$ cat config.mk
export PLATFORM = sky130hd
export DESIGN_NAME = epoch_seconds_to_calendar_date
export DESIGN_NICKNAME = d
export VERILOG_FILES = /design/src/hw/rtl/es2cd_pkg.sv /design/src/hw/rtl/epoch_seconds_to_calendar_date.sv /design/src/hw/rtl/es2cd_sdiv.sv /design/src/hw/rtl/es2cd_walk.sv
export VERILOG_INCLUDE_DIRS = /design/src /design/src/hw/rtl
export SDC_FILE = /design/constraint.sdc
export NUM_CORES = 1
export LEC_CHECK = 0
export ABC_AREA = 1
export BUFFER_PORTS_ARGS = -buffer_cell sky130_fd_sc_hd__buf_2
export CAP_MARGIN = 10
export CORE_MARGIN = 4
export CORE_UTILIZATION = 45
export CTS_BUF_LIST = sky130_fd_sc_hd__clkbuf_2 sky130_fd_sc_hd__clkbuf_4 sky130_fd_sc_hd__clkbuf_8
export DETAILED_ROUTE_END_ITERATION = 16
export PLACE_DENSITY = 0.66
export SLEW_MARGIN = 20
export SYNTH_ARGS = -nofsm -noshare
export SYNTH_HDL_FRONTEND = slang
export SYNTH_SLANG_ARGS = --single-unit
$ cat constraint.sdc
create_clock -name clk -period 2.7 [get_ports clk]
set_input_delay 0.27 -clock clk [delete_from_list [all_inputs] [get_ports clk]]
set_output_delay 0.27 -clock clk [all_outputs]
set_load 0.1 [all_outputs]
$ cat src/hw/rtl/assert_macros.svh
// assertion macros for the rtl files, included by epoch_seconds_to_calendar_date
`ifndef ASSERT_MACROS_SVH
`define ASSERT_MACROS_SVH

// condition implies consequence in the same cycle
`define ES2CD_ASSERT_SAME(label, cond, cons, msg) \
	label: assert property (@(posedge clk) disable iff (!arst_n) (cond) |-> (cons)) \
		else $error(msg);

// condition implies consequence in the next cycle
`define ES2CD_ASSERT_NEXT(label, cond, cons, msg) \
	label: assert property (@(posedge clk) disable iff (!arst_n) (cond) |=> (cons)) \
		else $error(msg);

`endif

$ cat src/hw/rtl/es2cd_pkg.sv
// shared constants, types and tables for the epoch to calendar converter
package es2cd_pkg;

	// field widths
	localparam int EPOCH_W  = 32;
	localparam int ZONE_W   = 17;
	localparam int YEAR_W   = 12;
	localparam int MONTH_W  = 4;
	localparam int DAY_W    = 5;
	localparam int HOUR_W   = 5;
	localparam int MINUTE_W = 6;
	localparam int SECOND_W = 6;

	// widths of the intermediate values
	localparam int LOCAL_W = EPOCH_W + 1;    // non-negative local time
	localparam int DAYS_W  = 17;             // whole days since epoch
	localparam int SOD_W   = 17;             // seconds of day
	localparam int DOC_W   = 11;             // day within a four-year cycle
	localparam int TOD_W   = 11;             // minutes of day
	localparam int CYC_W   = 7;              // four-year cycle count

	// constants
	localparam int SEC_PER_DAY    = 86400;
	localparam int SEC_PER_HOUR   = 3600;
	localparam int SEC_PER_MIN    = 60;
	localparam int MIN_PER_HOUR   = SEC_PER_HOUR / SEC_PER_MIN;
	localparam int DAYS_PER_CYCLE = 1461;
	localparam int BASE_YEAR      = 1970;
	localparam int ZONE_RESET     = 28800;
	localparam int LEAP_SLOT      = 2;       // 1972 is the third year of each cycle
	localparam int LAST_SLOT      = 3;
	localparam int LAST_MONTH     = 11;

	typedef enum logic [1:0] {
		TOP_IDLE,
		TOP_DAYS,
		TOP_SPLIT,
		TOP_FINISH
	} top_state_t;

	typedef enum logic [1:0] {
		WALK_IDLE,
		WALK_YEAR,
		WALK_MONTH
	} walk_state_t;

	// days in the year at a slot of the four-year cycle
	function automatic logic [8:0] year_len(input logic [1:0] slot);
		year_len = (slot == 2'(LEAP_SLOT)) ? 9'd366 : 9'd365;
	endfunction

	// days in a month, index 0 is january
	function automatic logic [4:0] month_len(input logic [3:0] idx, input logic leap);
		case (idx)
			4'd1:                      month_len = leap ? 5'd29 : 5'd28;
			4'd3, 4'd5, 4'd8, 4'd10:   month_len = 5'd30;
			default:                   month_len = 5'd31;
		endcase
	endfunction

endpackage

$ cat src/hw/rtl/epoch_seconds_to_calendar_date.sv
// Epoch seconds to local calendar date and time of day.
// Sequence: a 33-step divide by 86400, then, side by side,
// the 28-step time split and the 17-step divide by 1461 followed by the date walk.
// One beat at a time; the next can be taken the cycle after the result is loaded.
// Reset: arst_n clears control state and sets the zone offset to +28800 seconds.
`include "assert_macros.svh"
module epoch_seconds_to_calendar_date import es2cd_pkg::*; (
	input  logic                       clk,
	input  logic                       arst_n,
	input  logic                       cfg_wr_en,
	input  logic signed [ZONE_W-1:0]   cfg_wr_data,
	input  logic                       in_valid,
	output logic                       in_stall,
	input  logic        [EPOCH_W-1:0]  epoch_seconds,
	output logic                       out_valid,
	input  logic                       out_stall,
	output logic        [YEAR_W-1:0]   year,
	output logic        [MONTH_W-1:0]  month,
	output logic        [DAY_W-1:0]    day_of_month,
	output logic        [HOUR_W-1:0]   hour,
	output logic        [MINUTE_W-1:0] minute,
	output logic        [SECOND_W-1:0] second_of_minute,
	output logic                       before_epoch
);

	top_state_t          state_q, state_nxt;
	logic [ZONE_W-1:0]   zone_q;
	logic                early_q;
	logic                hms_q, date_q;
	logic                out_valid_q;

	logic                accept, load, out_free;
	logic [LOCAL_W:0]    local_sum;
	logic [LOCAL_W-1:0]  local_t;

	logic                days_done, cyc_done, tod_done, hr_done, walk_done;
	logic [LOCAL_W-1:0]  days_quo;
	logic [SOD_W-1:0]    sod;
	logic [DAYS_W-1:0]   cyc_quo;
	logic [DOC_W-1:0]    doc;
	logic [SOD_W-1:0]    tod_quo;
	logic [SECOND_W-1:0] sec_rem;
	logic [TOD_W-1:0]    hr_quo;
	logic [MINUTE_W-1:0] min_rem;
	logic [YEAR_W-1:0]   year_base, walk_year;
	logic [MONTH_W-1:0]  walk_month;
	logic [DAY_W-1:0]    walk_day;
	logic                out_is_epoch;

	assign accept   = in_valid && !in_stall;
	assign out_free = !out_valid_q || !out_stall;

	// local time, saturated at the epoch
	always_comb begin
		local_sum = {2'b00, epoch_seconds} + {{(LOCAL_W + 1 - ZONE_W){zone_q[ZONE_W-1]}}, zone_q};
		local_t   = local_sum[LOCAL_W] ? '0 : local_sum[LOCAL_W-1:0];
	end

	// zone offset register
	always_ff @(posedge clk or negedge arst_n) begin
		if (!arst_n) begin
			zone_q <= ZONE_W'(ZONE_RESET);
		end else if (cfg_wr_en) begin
			zone_q <= cfg_wr_data;
		end
	end

	// seconds to days and seconds of day
	es2cd_sdiv #(.NUM_W(LOCAL_W), .DEN_W(SOD_W), .DIVISOR(SEC_PER_DAY)) u_div_day (
		.clk(clk), .arst_n(arst_n), .start(accept), .num(local_t),
		.done(days_done), .quo(days_quo), .rem(sod)
	);

	// days to four-year cycles and day of cycle
	es2cd_sdiv #(.NUM_W(DAYS_W), .DEN_W(DOC_W), .DIVISOR(DAYS_PER_CYCLE)) u_div_cyc (
		.clk(clk), .arst_n(arst_n), .start(days_done), .num(days_quo[DAYS_W-1:0]),
		.done(cyc_done), .quo(cyc_quo), .rem(doc)
	);

	// seconds of day to minutes of day and seconds
	es2cd_sdiv #(.NUM_W(SOD_W), .DEN_W(SECOND_W), .DIVISOR(SEC_PER_MIN)) u_div_min (
		.clk(clk), .arst_n(arst_n), .start(days_done), .num(sod),
		.done(tod_done), .quo(tod_quo), .rem(sec_rem)
	);

	// minutes of day to hours and minutes
	es2cd_sdiv #(.NUM_W(TOD_W), .DEN_W(MINUTE_W), .DIVISOR(MIN_PER_HOUR)) u_div_hr (
		.clk(clk), .arst_n(arst_n), .start(tod_done), .num(tod_quo[TOD_W-1:0]),
		.done(hr_done), .quo(hr_quo), .rem(min_rem)
	);

	// first year of the cycle
	assign year_base = YEAR_W'(BASE_YEAR) + {{(YEAR_W - CYC_W - 2){1'b0}}, cyc_quo[CYC_W-1:0], 2'b00};

	es2cd_walk u_walk (
		.clk(clk), .arst_n(arst_n), .start(cyc_done), .year_base(year_base), .day_in(doc),
		.done(walk_done), .year(walk_year), .month(walk_month), .day_of_month(walk_day)
	);

	// sequencer next state
	always_comb begin
		state_nxt = state_q;
		in_stall  = 1'b1;
		load      = 1'b0;
		case (state_q)
			TOP_IDLE: begin
				in_stall = 1'b0;
				if (in_valid) state_nxt = TOP_DAYS;
			end
			TOP_DAYS: begin
				if (days_done) state_nxt = TOP_SPLIT;
			end
			TOP_SPLIT: begin
				if (hms_q && date_q) state_nxt = TOP_FINISH;
			end
			TOP_FINISH: begin
				if (out_free) begin
					load      = 1'b1;
					state_nxt = TOP_IDLE;
				end
			end
			default: state_nxt = TOP_IDLE;
		endcase
	end

	// sequencer and completion flags
	always_ff @(posedge clk or negedge arst_n) begin
		if (!arst_n) begin
			state_q     <= TOP_IDLE;
			hms_q       <= 1'b0;
			date_q      <= 1'b0;
			out_valid_q <= 1'b0;
		end else begin
			state_q <= state_nxt;
			if (accept) begin
				hms_q  <= 1'b0;
				date_q <= 1'b0;
			end else begin
				if (hr_done) hms_q <= 1'b1;
				if (walk_done) date_q <= 1'b1;
			end
			if (load) out_valid_q <= 1'b1;
			else if (!out_stall) out_valid_q <= 1'b0;
		end
	end

	// saturation flag of the beat in flight
	always_ff @(posedge clk) begin
		if (accept) early_q <= local_sum[LOCAL_W];
	end

	// output register
	always_ff @(posedge clk) begin
		if (load) begin
			year             <= walk_year;
			month            <= walk_month;
			day_of_month     <= walk_day;
			hour             <= hr_quo[HOUR_W-1:0];
			minute           <= min_rem;
			second_of_minute <= sec_rem;
			before_epoch     <= early_q;
		end
	end

	assign out_valid = out_valid_q;

	// output register holds 1970-01-01 00:00:00
	assign out_is_epoch = (year == YEAR_W'(BASE_YEAR)) && (month == MONTH_W'(1)) &&
		(day_of_month == DAY_W'(1)) && (hour == '0) && (minute == '0) &&
		(second_of_minute == '0);

	`ES2CD_ASSERT_NEXT(a_accept_starts, accept, state_q == TOP_DAYS, "beat taken without starting")
	`ES2CD_ASSERT_SAME(a_walk_in_split, walk_done, state_q == TOP_SPLIT, "date walk out of phase")
	`ES2CD_ASSERT_SAME(a_hms_in_split, hr_done, state_q == TOP_SPLIT, "time split out of phase")
	`ES2CD_ASSERT_SAME(a_saturated, $rose(out_valid_q) && before_epoch, out_is_epoch, "bad saturation")

endmodule

$ cat src/hw/rtl/es2cd_sdiv.sv
// bit-serial restoring divider by a constant, one quotient bit per cycle
module es2cd_sdiv import es2cd_pkg::*; #(
	parameter int NUM_W   = LOCAL_W,
	parameter int DEN_W   = SOD_W,
	parameter int DIVISOR = SEC_PER_DAY
) (
	input  logic             clk,
	input  logic             arst_n,
	input  logic             start,
	input  logic [NUM_W-1:0] num,
	output logic             done,
	output logic [NUM_W-1:0] quo,
	output logic [DEN_W-1:0] rem
);

	localparam int CNT_W = $clog2(NUM_W + 1);

	logic             busy_q;
	logic             done_q;
	logic [CNT_W-1:0] cnt_q;
	logic [DEN_W-1:0] rem_q;
	logic [NUM_W-1:0] qn_q;

	logic [DEN_W:0]   partial;
	logic [DEN_W+1:0] diff;
	logic             qbit;
	logic [DEN_W-1:0] rem_nxt;

	// one trial subtract per cycle
	always_comb begin
		partial = {rem_q, qn_q[NUM_W-1]};
		diff    = {1'b0, partial} - (DEN_W + 2)'(DIVISOR);
		qbit    = ~diff[DEN_W+1];
		rem_nxt = qbit ? diff[DEN_W-1:0] : partial[DEN_W-1:0];
	end

	// step counter
	always_ff @(posedge clk or negedge arst_n) begin
		if (!arst_n) begin
			busy_q <= 1'b0;
			done_q <= 1'b0;
			cnt_q  <= '0;
		end else begin
			done_q <= 1'b0;
			if (start) begin
				busy_q <= 1'b1;
				cnt_q  <= CNT_W'(NUM_W);
			end else if (busy_q) begin
				cnt_q <= cnt_q - 1'b1;
				if (cnt_q == CNT_W'(1)) begin
					busy_q <= 1'b0;
					done_q <= 1'b1;
				end
			end
		end
	end

	// dividend shifts out at the top, quotient bits shift in at the bottom
	always_ff @(posedge clk) begin
		if (start) begin
			rem_q <= '0;
			qn_q  <= num;
		end else if (busy_q) begin
			rem_q <= rem_nxt;
			qn_q  <= {qn_q[NUM_W-2:0], qbit};
		end
	end

	assign done = done_q;
	assign quo  = qn_q;
	assign rem  = rem_q;

endmodule

$ cat src/hw/rtl/es2cd_walk.sv
// year and month walk over the day within a four-year cycle
module es2cd_walk import es2cd_pkg::*; (
	input  logic               clk,
	input  logic               arst_n,
	input  logic               start,
	input  logic [YEAR_W-1:0]  year_base,
	input  logic [DOC_W-1:0]   day_in,
	output logic               done,
	output logic [YEAR_W-1:0]  year,
	output logic [MONTH_W-1:0] month,
	output logic [DAY_W-1:0]   day_of_month
);

	walk_state_t        state_q, state_nxt;
	logic               done_q, done_nxt;
	logic [YEAR_W-1:0]  year_q;
	logic [DOC_W-1:0]   rem_q;
	logic [3:0]         idx_q;

	logic [DOC_W-1:0]   ylen, mlen;
	logic               year_fits, month_fits, leap;

	// lengths of the current year and month
	always_comb begin
		leap       = (year_q[1:0] == 2'b00);
		ylen       = DOC_W'(year_len(idx_q[1:0]));
		mlen       = DOC_W'(month_len(idx_q, leap));
		year_fits  = (idx_q < 4'(LAST_SLOT)) && (rem_q >= ylen);
		month_fits = (idx_q != 4'(LAST_MONTH)) && (rem_q >= mlen);
	end

	// next state
	always_comb begin
		state_nxt = state_q;
		done_nxt  = 1'b0;
		case (state_q)
			WALK_IDLE: begin
				if (start) state_nxt = WALK_YEAR;
			end
			WALK_YEAR: begin
				if (!year_fits) state_nxt = WALK_MONTH;
			end
			WALK_MONTH: begin
				if (!month_fits) begin
					state_nxt = WALK_IDLE;
					done_nxt  = 1'b1;
				end
			end
			default: state_nxt = WALK_IDLE;
		endcase
	end

	always_ff @(posedge clk or negedge arst_n) begin
		if (!arst_n) begin
			state_q <= WALK_IDLE;
			done_q  <= 1'b0;
		end else begin
			state_q <= state_nxt;
			done_q  <= done_nxt;
		end
	end

	// year, remaining days and slot or month index
	always_ff @(posedge clk) begin
		case (state_q)
			WALK_IDLE: begin
				if (start) begin
					year_q <= year_base;
					rem_q  <= day_in;
					idx_q  <= '0;
				end
			end
			WALK_YEAR: begin
				if (year_fits) begin
					rem_q  <= rem_q - ylen;
					year_q <= year_q + 1'b1;
					idx_q  <= idx_q + 1'b1;
				end else begin
					idx_q <= '0;
				end
			end
			WALK_MONTH: begin
				if (month_fits) begin
					rem_q <= rem_q - mlen;
					idx_q <= idx_q + 1'b1;
				end
			end
			default: ;
		endcase
	end

	assign done         = done_q;
	assign year         = year_q;
	assign month        = idx_q + 1'b1;
	assign day_of_month = rem_q[DAY_W-1:0] + 1'b1;

endmodule
==> reports/results.tsv <==
metric	value	unit
num rows	63	
Synth Area in Simple Gates	23.6	%
worst reg2reg path startpoint	u_walk.idx_q[1]	
crit path max fanout	6	
port bufs	94	
clock root cell	clkbuf_8	
Clock Path Buffers	3	
I/O pin count	95	
most used cell, CP	nand2_2	
Final Hold Slack	0.180	ns
min Tclk post-route	2.60	ns
crit path DAT	2.86	ns
largest net degree at the start of global routing	45	
beginning of the critical path	u_walk.idx_q[1]	
# setup viols final	0	
htree depth	2	
Crit path depth	16	
Storage cell area	6490	um^2
FF-to-FF End	u_walk.rem_q[8]	
Reg2Reg Setup Slack	0.10	ns
CTS buffer count	43	
hpwl dp	21.8	mm
RSZ-0062 raised after global routing	yes	
total grt overflow	0	
vias in the first global route	10590	
Setup TNS	0	ns
CTS clock-pin slew for the worst setup and hold paths	0.06	ns
most common cell in the netlist	nand2_1	
Total Wirelength	29.8	mm
leakage	7.66	nW
Die Area	32900	um^2
Num Clock Sinks	238	
EDFF count, synth	145	
Max IR drop VDD	0.475	mV
Synth Area in XOR/XNOR	2.33	%
multi-input logic area	6030	um^2
Placed Cells incl. Taps	2125	
CTS tree	done	
Starting Density	45.6	%
Post-Syn Instances	1656	
Final Max Tran Viols	0	
Crit path max-delay family	simple AND/OR/NAND/NOR gates	
main combinational cell family by area after synthesis	simple AND/OR/NAND/NOR gates	
clk_lat worst skew	0.55	ns
initial antenna violation count	0	
adder-cell share of the synthesized area	6.64	%
most used flip-flop cell after synthesis	edfxtp_1	
share of layout cells above drive strength 1	15.6	%
Fin. Hold Viols	0	
Yosys top cell by area	edfxtp_1	
first-pass GRT wire length	50.2	mm
WP data required	2.97	ns
n_diodes	0	
aggregate global-route resource usage	17.9	%
Setup crit start kind	flip-flop	
post-synthesis cell type count	53	
Die W	181	um
via count	11128	
Worst Setup EP	u_walk.rem_q[8]	
RD Place Congestion	0.948	
Seq/Total Area, Yosys	48.0	%
Mapped Area	13500	um^2
CP max stage delay	0.45	ns
drt first-iter violations	763	
cells on worst reg2reg path	16	
Routed WL per cell	13.4	um
complex-gate fraction of the synthesized area	9.68	%
share of the synthesized area in the top cell type	32.2	%
HP Start	cfg_wr_en	
Hold WC Path Type	in -> reg	
PwrDens	1190	nW/um^2
Non-Filler Instances	2234	
Fillers	2816	
DR pass1 iterations	5	
post-route ant nets	0	
area of the core	29600	um^2
vias per inst	4.98	
worst-margin pin slew	0.764	ns
Async SR Flop Fraction	22.3	%
Mean Syn Cell Area	8.17	um^2
CP endpoint kind	flip-flop	
post-synthesis register bit count	238	
Final period util	96.2	%
synth top area cells	edfxtp_1, nand2_1, dfrtp_1, inv_1, ha_1	
status	finished clean	
Buf/Inv on CP	3	
Max Fclk	0.385	GHz
Slowest-stage cell, CP	edfxtp_1	
synth cell count leaders	nand2_1, inv_1, edfxtp_1, nor2_1, nand3_1	
cells along the critical path	inv_1 > ha_1 > nor2_1 > o32ai_2 > a21oi_2 > ha_2 > inv_1 > nand2_2 > nand2_2 > nand3_2 > nand4_1 > nand2_1 > nand2_1 > nand2_2 > a21oi_4 > buf_6	
die height	181	um
Mapped Nets	1780	
detailed-route DRC error count	0	
Syn-to-layout area delta	17.1	%
max_cap viols	0	
synth warn	0	
clock skew	0.0334	ns
Crit Path Class	reg -> reg	
fin nets	1933	
relative slew slack	49.0	%
post-synthesis mux area share	1.25	%
[area by class of cell]
| type | instances | share of cell area (%) |
|---|---|---|
| clock inverters | 10 | 0.411 |
| inverters | 258 | 6.12 |
| flip-flops and latches | 238 | 41.0 |
| clock buffers | 70 | 5.34 |
| well taps | 390 | 3.08 |
| repair buffers | 143 | 5.96 |
| multi-input cells | 1125 | 38.1 |
[registers in the layout (all words and copies together) (netlist names), 11 cells and up]
register and cells:
u_walk.year 12, u_div_cyc.rem 11, u_walk.rem_q 11, zone_q 17, u_div_min.quo 17, u_div_hr.quo 11
u_div_day.rem 17, u_div_day.quo 33, u_div_cyc.quo 17, year 12
[report_power, final]
part / internal (mW) / total [mW] / switching [mW]
clock: 1.99 / 3.50 / 1.51
combinational: 2.64 / 8.25 / 5.61
sequential: 6.07 / 7.10 / 1.03
[cells in the final DEF (no fill, tap or decap), drive strengths merged, types with 2 or more instances in the layout]
master	Yosys	routed
and3	2	2
nand3	103	103
or2	7	7
dlygate4sd3	0	19
nor4	2	2
nor3	14	14
o21bai	10	10
nand4	13	13
xor2	31	31
clkinv	1	9
fa	3	3
a22oi	4	4
nand3b	5	5
inv	257	258
buf	9	123
and2	2	2
xnor2	5	5
ha	67	67
dfxtp	40	40
edfxtp	145	145
o221ai	6	6
dfstp	4	4
o211ai	5	5
a31oi	8	8
dfrtp	49	49
clkbuf	26	71
nor2	125	125
nand2	494	494
a21oi	80	80
o22ai	19	19
o31ai	2	2
o21ai	96	96
mux2	15	15
[per-layer routing]
metal	global-route usage, %	share of wire (%)	up-vias
met3	2.78	5.2	64
met1	25.3	48	5067
li1	-	-	5726
met4	5.37	2.5	0
met5	0	0	-
met2	28.6	45	271
[tightest hold or removal path: cells and delay by family]
kind                   cells  cell delay, ns
AOI/OAI and AO/OA          1            0.07
and+or+nand+nor            1            0.10
buffers and inverters      1            0.23
[kinds of logic after synthesis]
family	Yosys count
AO/OA/AOI/OAI	235
XOR/XNOR	36
adder cells (fa/ha/maj)	70
buffers and inverters	293
flip-flops	238
multiplexers	15
AND/OR/NAND/NOR	769
[per-stage QoR]
stage / total power, mW / area [um^2] / setup WS [ns] / util [%]
6_report: 18.8 / 15800 / 0.103 / 53.4
3_3_place_gp: 14.8 / 14500 / -0.0162 / 48.9
3_5_place_dp: 15.0 / 14500 / -0.0477 / 48.9
2_1_floorplan: 13.0 / 13500 / 0.109 / -
5_1_grt: 20.4 / 15800 / -0.0596 / 53.4
4_1_cts: 18.6 / 15600 / 0.0272 / 52.6
[repair_timing]
item | CTS | global route
endpoints found under the setup margin | 45 | 66
buffers inserted | 2 | 7
pin swaps | 1 | 14
gates resized for setup | 1 | 45
endpoints found under the hold margin | 38 | 0
gates cloned | 0 | 1
hold buffers | 19 | 0
[worst min-delay path by stage]
stage	cells past startpoint	slack, ns	endpoint
floorplan	0	-0.03	date_q
global placement	1	0.33	zone_q[16]
detailed placement	1	0.33	zone_q[16]
CTS	3	0.14	zone_q[16]
global route	3	0.20	zone_q[16]
finish	3	0.18	zone_q[16]
Power figures use the tool's default switching activity.
